File: src/sv/sliding_window_avg_max_min_assert.svh
`ifndef SLIDING_WINDOW_AVG_MAX_MIN_ASSERT_SVH
`define SLIDING_WINDOW_AVG_MAX_MIN_ASSERT_SVH

// Same-cycle implication, clocked on clk, disabled in reset.
`define SWA_ASSERT_NOW(lbl, ante, cons, msg) \
  lbl: assert property (@(posedge clk) disable iff (rst) (ante) |-> (cons)) \
    else $error(msg);

// Next-cycle implication, clocked on clk, disabled in reset.
`define SWA_ASSERT_NEXT(lbl, ante, cons, msg) \
  lbl: assert property (@(posedge clk) disable iff (rst) (ante) |=> (cons)) \
    else $error(msg);

`endif

File: src/sv/swa_pkg.sv
package swa_pkg;

  localparam int DATA_W = 16;
  localparam int CFG_W  = 9;
  localparam int AXES   = 3;

  typedef struct packed {
    logic accept;
    logic scan_step;
    logic div_start;
    logic out_load;
  } swa_cmd_t;

  typedef struct packed {
    logic full;
    logic scan_last;
    logic div_busy;
    logic out_free;
  } swa_sts_t;

endpackage

File: src/sv/swa_ctrl.sv
module swa_ctrl import swa_pkg::*; (
  input  logic     clk,
  input  logic     rst,
  input  logic     in_valid,
  output logic     in_stall,
  output swa_cmd_t cmd,
  input  swa_sts_t sts
);

  `include "sliding_window_avg_max_min_assert.svh"

  localparam logic [2:0] S_IDLE = 3'd0;
  localparam logic [2:0] S_SCAN = 3'd1;
  localparam logic [2:0] S_LAST = 3'd2;
  localparam logic [2:0] S_DIVS = 3'd3;
  localparam logic [2:0] S_DIV  = 3'd4;
  localparam logic [2:0] S_HOLD = 3'd5;

  logic [2:0] state;
  logic [2:0] state_next;

  always_comb begin
    state_next = state;
    cmd        = '0;
    in_stall   = state != S_IDLE;
    unique case (state)
      S_IDLE: begin
        cmd.accept = in_valid;
        if (in_valid && sts.full) begin
          state_next = S_SCAN;
        end
      end
      S_SCAN: begin
        cmd.scan_step = 1'b1;
        if (sts.scan_last) begin
          state_next = S_LAST;
        end
      end
      S_LAST: begin
        state_next = S_DIVS;
      end
      S_DIVS: begin
        cmd.div_start = 1'b1;
        state_next    = S_DIV;
      end
      S_DIV: begin
        if (!sts.div_busy) begin
          state_next = S_HOLD;
        end
      end
      S_HOLD: begin
        if (sts.out_free) begin
          cmd.out_load = 1'b1;
          state_next   = S_IDLE;
        end
      end
      default: begin
        state_next = S_IDLE;
      end
    endcase
  end

  always_ff @(posedge clk) begin
    if (rst) begin
      state <= S_IDLE;
    end else begin
      state <= state_next;
    end
  end

  `SWA_ASSERT_NEXT(a_full_starts_scan, state == S_IDLE && in_valid && sts.full, state == S_SCAN, "full window transaction did not start a scan")
  `SWA_ASSERT_NEXT(a_div_started, state == S_DIVS, sts.div_busy, "divider not busy after start")
  `SWA_ASSERT_NOW(a_load_when_free, cmd.out_load, sts.out_free && state == S_HOLD, "result loaded over a pending one")

endmodule

File: config.mk
export PLATFORM = sky130hd
export DESIGN_NAME = swa_ctrl
export DESIGN_NICKNAME = d
export VERILOG_FILES = /design/src/sv/swa_pkg.sv /design/src/sv/swa_ctrl.sv
export VERILOG_INCLUDE_DIRS = /design/src /design/src/sv
export SDC_FILE = /design/constraint.sdc
export NUM_CORES = 1
export LEC_CHECK = 0
export BUFFER_PORTS_ARGS = -buffer_cell sky130_fd_sc_hd__buf_2
export CAP_MARGIN = 40
export CORE_AREA = 5 5 42 44
export CTS_BUF_LIST = sky130_fd_sc_hd__clkbuf_16
export CTS_CLUSTER_SIZE = 25
export DETAILED_ROUTE_END_ITERATION = 8
export DIE_AREA = 0 0 47 49
export GPL_ROUTABILITY_DRIVEN = 0
export GPL_TIMING_DRIVEN = 0
export REMOVE_ABC_BUFFERS = 1
export SYNTH_ARGS = -nofsm -noshare
export SYNTH_HDL_FRONTEND = slang
export SYNTH_SLANG_ARGS = --single-unit
File: constraint.sdc
create_clock -name clk -period 0.85 [get_ports clk]
set_input_delay 0.0425 -clock clk [delete_from_list [all_inputs] [get_ports clk]]
set_output_delay 0.0425 -clock clk [all_outputs]
set_load 0.01 [all_outputs]
# After elaboration in Yosys (flattened, before gate mapping)
# Index checks and enable logic that the tools add are counted.
[op_classes]
eq_ne = 9
muxes = 10
reduce_logical = 4
[ops]
columns = ["op", "n"]
rows = [
  ["case mux 3 bit (6 select lines)", 1],
  ["2-to-1 mux 3 bit", 4],
  ["!= test 2 bit (second input constant)", 4],
  ["== test 3 x 2 -> 1 bit (second input constant)", 2],
  ["== test 3 bit (second input constant)", 2],
  ["2-to-1 mux 1 bit", 5],
  ["AND reduction 4 bit", 1],
  ["== test 3 x 1 -> 1 bit (second input constant)", 1],
  ["logical NOT 3 bit", 1],
  ["nonzero test 3 bit", 1],
  ["logical AND 1 bit", 1],
]
[word_totals]
register_bits = 3
in_bits = 7
output_inout_bits = 5

# Longest topological paths before layout
# Gate-level depths: netlist of run 1.
[depth]
word_depth = 3
ltp_mapped = 4
ltp_nobuf = 3

# Least setup slack after synthesis of run 1
# OpenSTA, ideal clock, no wires.
[synth_path]
path_kind = "register -> output"
startpoint = "register state[2]"
endpoint = "output cmd[3] (netlist name)"
t_arrival_ns = 0.924
required_time_ns = 0.808
path_slack_ns = -0.117
path_stages_with_launch = 4
n_path_buf = 1
cell_sequence = "dfxtp_1 buf_6 or3_4 nor2_2"
[synth_rtl]
columns = ["item", "line", "source"]
rows = [
  ["start: declaration", "swa_ctrl.sv:19", "logic [2:0] state;"],
  ["start signal: assignment", "swa_ctrl.sv:67", "state <= state_next;"],
  ["end: declaration", "swa_ctrl.sv:6", "output swa_cmd_t cmd,"],
]

==> flow_summary_export.csv, run 1 <==
group,metric,value,unit
run_status,outcome,"finished, violations left",
run_status,violations,"setup timing",
yosys,synth_top_family_by_area,"simple AND/OR/NAND/NOR gates",
final_layout,largest_reg_flops,3,
critical_path,end_kind,"output pin",
floorplan,die_height,49,um
route,drt-wirelength-per-cell,11.29,um
sta,tightest_slew,261.1,ps
floorplan,coreArea,1401,sq um
route,drc,0,
sta,min_period_over_period,138.2,%
final_layout,drive_above_1_share,76.74,%
yosys,synth_area_leader_cell,"dfxtp_1",
sta,rsz0062_at_grt,"yes",
critical_path,cp-start-kind,"flop",
clock_tree,htreeDepth,1,
power,total_power,1.063,mW
route,routed_wl,666,um
sta,fin_ws,-324.7,ps
critical_path,arrival,1130,ps
sta,final-hold-violation-count,0,
floorplan,std_cell_rows,14,
global_route,grt.total_usage,5.360,%
route,drt_iter0_markers,0,
flow_run,drv_cap,0,
yosys,synth_compound_area_share,24.39,%
clock_tree,hold_buffers,0,
floorplan,die-area,2303,sq um
final_layout,largest-register,"state",
yosys,yosysMostFrequentCell,"dfxtp_1",
yosys,synth_edf_count,0,
power,p_leak,0.2048,nW
yosys,synth_mux_area_share,4.878,%
sta,min_period,1175,ps
clock_tree,cts_buffer_depth,2,
final_layout,n_fill_cell,159,
clock_tree,cts_buffers,3,
final_layout,final_cell_area,455.4,sq um
final_layout,fin_nets,51,
yosys,synth-simple-area-share,32.32,%
placement,dpl_cell_area,269.0,sq um
yosys,synthAdderAreaFrac,0,%
placement,dp_hpwl,381.8,um
yosys,syn_avg_cell_area,8.550,sq um
power,ir_drop,0.8468,mV
critical_path,required,810,ps
global_route,antenna_found_initial,0,
global_route,grt_max_degree,9,
yosys,synth-xor-area-share,0,%
route,detail-route-antenna-nets,0,
yosys,synth_cell_types,18,
clock_tree,cts_root_buf,"clkbuf_16",
yosys,netlist_area,205.2,sq um
sta,max_freq,851.3,MHz
clock_tree,worstSkewPairLatency,220,ps
global_route,grt_pass1_vias,212,
route,vias_per_cell,4.119,
global_route,grt.overflow.total,0,
yosys,synth_top_area_share,29.27,%
yosys,synth_seq_cells,3,
route,vias,243,
clock_tree,clk_pin_slew_worst_paths,30,ps
sta,slew_violations,0,
floorplan,die_x,47,um
floorplan,start_util,14.64,%
yosys,async_reset_ff_share,0,%
yosys,synth-main-ff-cell,"dfxtp_1",
clock_tree,cts_tree,"built",
final_layout,antenna_cells,0,
sta,setup_violations,8,
worst_hold_path,holdCritPathClass,"in -> reg",
sta,fin_tns_setup,-1788,ps
power,cellPowerDensity,2334,nW/um^2
yosys,synth.yosys.seq_area_share,29.27,%
sta,finalClockSkew,1.783,ps
global_route,grt_pass1_wl,821,um
yosys,ys_warn_count,0,
final_layout,top_regs,"state (3)",
placement,io_buffers,11,
sta,slew_headroom,82.56,%
yosys,synth_top_cells_by_count,"3 x dfxtp_1, 2 x a211oi_1, 2 x a21oi_1, 2 x inv_1, 2 x nor2_1",
yosys,syn_inst,24,
clock_tree,cts_sinks,3,
floorplan,io_pins,12,
yosys,synthTopCellsByArea,"dfxtp_1 29%, a211oi_1 7.3%, and3_4 5.5%",
critical_path,path_class,"reg -> out",
route,drt_first_pass_iters,1,
critical_path,cp_max_fo,2,
final_layout,area_delta_synth_final,122.0,%
cells by family after synthesis:
group                  after synthesis
multiplexers                         1
buffers and inverters                3
AND/OR/NAND/NOR                     10
AO/OA/AOI/OAI                        7
flip-flops                           3
metal layers:
| layer | vias up | GRT usage [%] | wire length [um] |
|---|---|---|---|
| li1 | 122 | - | - |
| met3 | 0 | 3.321 | 53 |
| met2 | 8 | 7.014 | 359 |
| met4 | 0 | 6.452 | 0 |
| met1 | 113 | 4.857 | 253 |
| met5 | - | 0 | 0 |
metrics by stage:
step                hold WS [ps]  worst slack [ps]  util, %  instances
finish                     85.55            -324.7    32.50         59
global route               105.4            -343.5    32.50         59
CTS                        43.21            -335.3    29.82         57
detailed placement         273.5            -198.9    19.20         50
global placement           264.8            -186.5    19.20         50
floorplan                  119.3            -129.5        -         23
final timing paths:
kind | startpoint | end | slack, ps | cells past startpoint
max | state[0] | cmd[3] | -320 | 3
min | rst | state[1] | 90 | 2
max reg2reg | state[0] | state[2] | -200 | 4
min reg2reg | state[2] | state[1] | 570 | 2
cell usage in the layout (no fill, tap or decap), drive strengths merged:
cell type | synthesis | routed
a211oi | 2 | 2
a21o | 1 | 1
a21oi | 2 | 2
and2b | 1 | 1
and3 | 1 | 1
buf | 1 | 16
clkbuf | 0 | 3
dfxtp | 3 | 3
inv | 2 | 3
mux2i | 1 | 1
nand2 | 1 | 1
nand2b | 1 | 1
nor2 | 3 | 3
nor3 | 1 | 1
nor4 | 1 | 1
o21a | 1 | 1
o21ba | 1 | 1
or3 | 1 | 1
worst max-delay path, stage by stage (launching register included):
cell and delay, ps:
dfxtp_4 330, or3_4 380, nor2_2 80, buf_2 130
cell type report:
cell class | count | area (sq um) | area share [%]
inverter | 2 | 10.01 | 2.198
sequential | 3 | 71.32 | 15.66
timing repair buffer | 16 | 106.4 | 23.35
multi-input combinational | 18 | 168.9 | 37.09
clock buffer | 3 | 75.07 | 16.48
tap | 16 | 20.02 | 4.396
clock inverter | 1 | 3.754 | 0.8242
power by group:
part	internal, mW	switching (mW)	leakage (nW)
clock	0.606	0.123	0.0423
combinational	0.0972	0.0766	0.136
sequential	0.149	0.0111	0.0267
total	0.852	0.211	0.205
timing repair:
item	4_1_cts	5_1_grt
pin swaps	1	3
setup buffers	3	2
endpoints found under the hold margin	0	0
resized for setup	14	4
setup endpoints to repair	8	8
cloned	0	0
No activity file was read; power rests on OpenSTA's default activity.
==> run 2, diff against run 1 <==
Settings changed: ABC_AREA set to 1, BUFFER_PORTS_ARGS -buffer_cell sky130_fd_sc_hd__buf_2 to unset, DONT_BUFFER_PORTS set to 1.
==> run 2 against run 1 <==
Effect of this change:
- the flow still finishes with violations (setup timing)
- clock skew down 0.60 ps
- worst hold slack got worse by 60 ps
- maximum frequency grew 11%
- final area is 9.6% lower
- area after synthesis is 17% higher
- non-clock buffer count shrank 13
- sequential power up 130%
- critical path depth rose by 3
- flip-flop and latch count unchanged
- critical path type is now reg -> reg
- largest cell class unchanged
==> flow_summary_export.csv, run 2 <==
group,metric,value,unit
run_status,outcome,"finished, violations left",
run_status,violations,"setup timing",
power,total_power,1.828,mW
global_route,use_met1,7.440,%
floorplan,std_cell_rows,14,
power,seq_power_share,20.3,%
power,ir_drop,1.011,mV
yosys,synth_top_cells_by_count,"9 x nand2_1, 8 x nor2_1, 6 x inv_1",
clock_tree,htreeDepth,1,
placement,io_buffers,0,
sta,max_freq,946.3,MHz
final_layout,drive_above_1_share,43.75,%
yosys,syn_avg_cell_area,5.720,sq um
clock_tree,cts_tree,"built",
sta,slew_headroom,75.75,%
critical_path,arrival,1210,ps
critical_path,cp-start-kind,"flop",
critical_path,timing.rr.start,"state[0]",
placement,dp_hpwl,432.7,um
final_layout,area_delta_synth_final,71.35,%
final_layout,post-route-util,29.38,%
critical_path,worst_path_max_delay_cell,"dfxtp_4",
critical_path,end_kind,"flop",
yosys,ys_warn_count,0,
power,pwr-share-clk,40.7,%
global_route,grtUsageMet3,3.321,%
final_layout,final_cell_mix,"7 x inv_1, 6 x nand2_1, 6 x nor2_1",
sta,setup_violations,8,
placement,place_ws,-288.9,ps
final_layout,largest-register,"state",
yosys,netlist_area,240.2,sq um
yosys,yosysMostFrequentCell,"nand2_1",
yosys,synth-xor-area-share,0,%
route,routed_wl,657,um
critical_path,rrSetupSlack,-210,ps
route,detail-route-antenna-nets,0,
route,drt_iter0_markers,5,
clock_tree,cts_buffers,3,
yosys,synthAdderAreaFrac,0,%
yosys,synth_compound_area_share,6.250,%
worst_hold_path,holdCritPathClass,"in -> reg",
power,p_switching,0.7115,mW
critical_path,required,1000,ps
power,cellPowerDensity,4441,nW/um^2
floorplan,start_util,17.14,%
critical_path,cp-endpoint,"state[2]",
clock_tree,cts_sinks,3,
yosys,synthTopCellsByArea,"dfxtp_1 25%, nand2_1 14%, nor2_1 13%",
yosys,synth_seq_cells,3,
power,p_int,1.116,mW
global_route,use_met2,9.502,%
route,vias_per_cell,4.406,
floorplan,io_pins,12,
clock_tree,clk_pin_slew_worst_paths,30,ps
sta,final-hold-violation-count,0,
yosys,synth_mux_area_share,0,%
sta,rsz0062_at_grt,"yes",
critical_path,timing.rr.end,"state[2]",
global_route,antenna_found_initial,0,
sta,tightest_slew,360.9,ps
sta,min_period_over_period,124.3,%
clock_tree,worstSkewPairLatency,230,ps
critical_path,critPathBufInv,2,
final_layout,largest_reg_flops,3,
floorplan,die_x,47,um
route,vias,282,
floorplan,die-area,2303,sq um
global_route,grt_pass1_wl,1.083,mm
sta,holdWs,25.47,ps
power,p_sw_share,38.92,%
flow_run,drv_cap,0,
yosys,synth_area_leader_cell,"dfxtp_1",
power,p_comb_share,39.1,%
yosys,synth_edf_count,0,
clock_tree,cts_buffer_depth,2,
worst_hold_path,hold_path_startpoint,"rst",
route,drt_first_pass_iters,4,
floorplan,die_height,49,um
yosys,synth_top_area_share,25.00,%
clock_tree,cts_root_buf,"clkbuf_16",
route,drc,0,
yosys,syn_inst,42,
route,drt-wirelength-per-cell,10.27,um
critical_path,reg2regPathDepth,6,
global_route,grt.overflow.total,0,
critical_path,path_cells,"nor2_4 > buf_4 > nand2_1 > o21ai_0 > inv_1 > a21oi_2",
global_route,grt_max_degree,10,
sta,finalClockSkew,1.186,ps
critical_path,startpoint,"state[0]",
power,p_leak,0.1882,nW
sta,fin_ws,-206.7,ps
sta,min_period,1057,ps
critical_path,crit_cells,6,
yosys,synth.yosys.seq_area_share,25.00,%
floorplan,coreArea,1401,sq um
yosys,synth-main-ff-cell,"dfxtp_1",
global_route,grt_pass1_vias,268,
final_layout,top_regs,"state (3)",
global_route,grt.total_usage,7.032,%
critical_path,crit_path_max_incr_delay,360,ps
yosys,synth_cell_types,14,
critical_path,cp_max_fo,5,
sta,slew_violations,0,
critical_path,critPathTopFamily,"flip-flops",
final_layout,fin_nets,56,
global_route,busiest_layer,"met2",
critical_path,path_class,"reg -> reg",
final_layout,final_common_cell,"inv_1",
yosys,async_reset_ff_share,0,%
final_layout,antenna_cells,0,
yosys,synth-simple-area-share,53.13,%
yosys,synth_top_family_by_area,"simple AND/OR/NAND/NOR gates",
[run 2: cell types whose count changed in the layout (fill, tap and decap cells not counted), sizes merged, moves of 2 or more]
cell,change
nand3,+5
nand2,+9
dlygate4sd3,+2
inv,+6
a211oi,-2
buf,-15
nor2,+7
o21ai,+2
[run 2: what timing repair did]
item                       in CTS  in global routing
setup endpoints to repair       8                  8
resized for setup              13                  4
cloned                          0                  0
hold endpoints to repair        2                  0
pin swaps                       2                  5
hold buffers                    2                  0
setup buffers                   0                  1
[run 2: power groups by stage]
| stage | logic [mW] | registers, mW | clock network [mW] |
|---|---|---|---|
| floorplan | 0.461 | 0.282 | 0 |
| global placement | 0.523 | 0.307 | 0 |
| detailed placement | 0.526 | 0.308 | 0 |
| CTS | 0.646 | 0.349 | 0.757 |
| global route | 0.818 | 0.385 | 0.771 |
| finish | 0.714 | 0.370 | 0.744 |
[run 2: stage by stage]
step           instance area, sq um  cells  setup TNS [ps]
5_1_grt                       411.6     64           -1554
3_3_place_gp                  252.7     57          -989.4
4_1_cts                       390.4     63           -1097
3_5_place_dp                  252.7     57          -959.9
6_report                      411.6     64           -1028
2_1_floorplan                 232.7     41          -414.8
[run 2: area by class of cell]
| type | instances | area (sq um) |
|---|---|---|
| clock buffer | 3 | 75.07 |
| tap | 16 | 20.02 |
| clock inverter | 1 | 3.754 |
| inverter | 8 | 30.03 |
| timing repair buffer | 3 | 27.53 |
| multi-input combinational | 30 | 183.9 |
| sequential | 3 | 71.32 |
| fill | 162 | 989.7 |
[run 2: how the worst min path moves through the flow]
stage                     endpoint  slack [ps]  cells after the start
after floorplan           state[1]         110                      1
after global placement    state[1]         120                      1
after detailed placement  state[1]         120                      1
after CTS                 state[2]          10                      3
after global routing      state[2]          60                      3
final                     state[2]          30                      3
[run 2: logic make-up after synthesis]
group / count (synthesis)
and+or+nand+nor: 27
buffers and inverters: 9
DFF: 3
AOI/OAI and AO/OA: 3
[run 2: per-layer routing]
| layer | vias up | share of wire, % |
|---|---|---|
| li1 | 140 | - |
| met1 | 130 | 41 |
| met2 | 9 | 47 |
| met3 | 3 | 7.3 |
| met4 | 0 | 4.4 |
| met5 | - | 0 |
[run 2: worst reg2reg max path, cell delays in order (launching register included)]
cell,delay (ps)
dfxtp_4,360
nor2_4,190
buf_4,140
nand2_1,40
o21ai_0,60
inv_1,70
a21oi_2,130
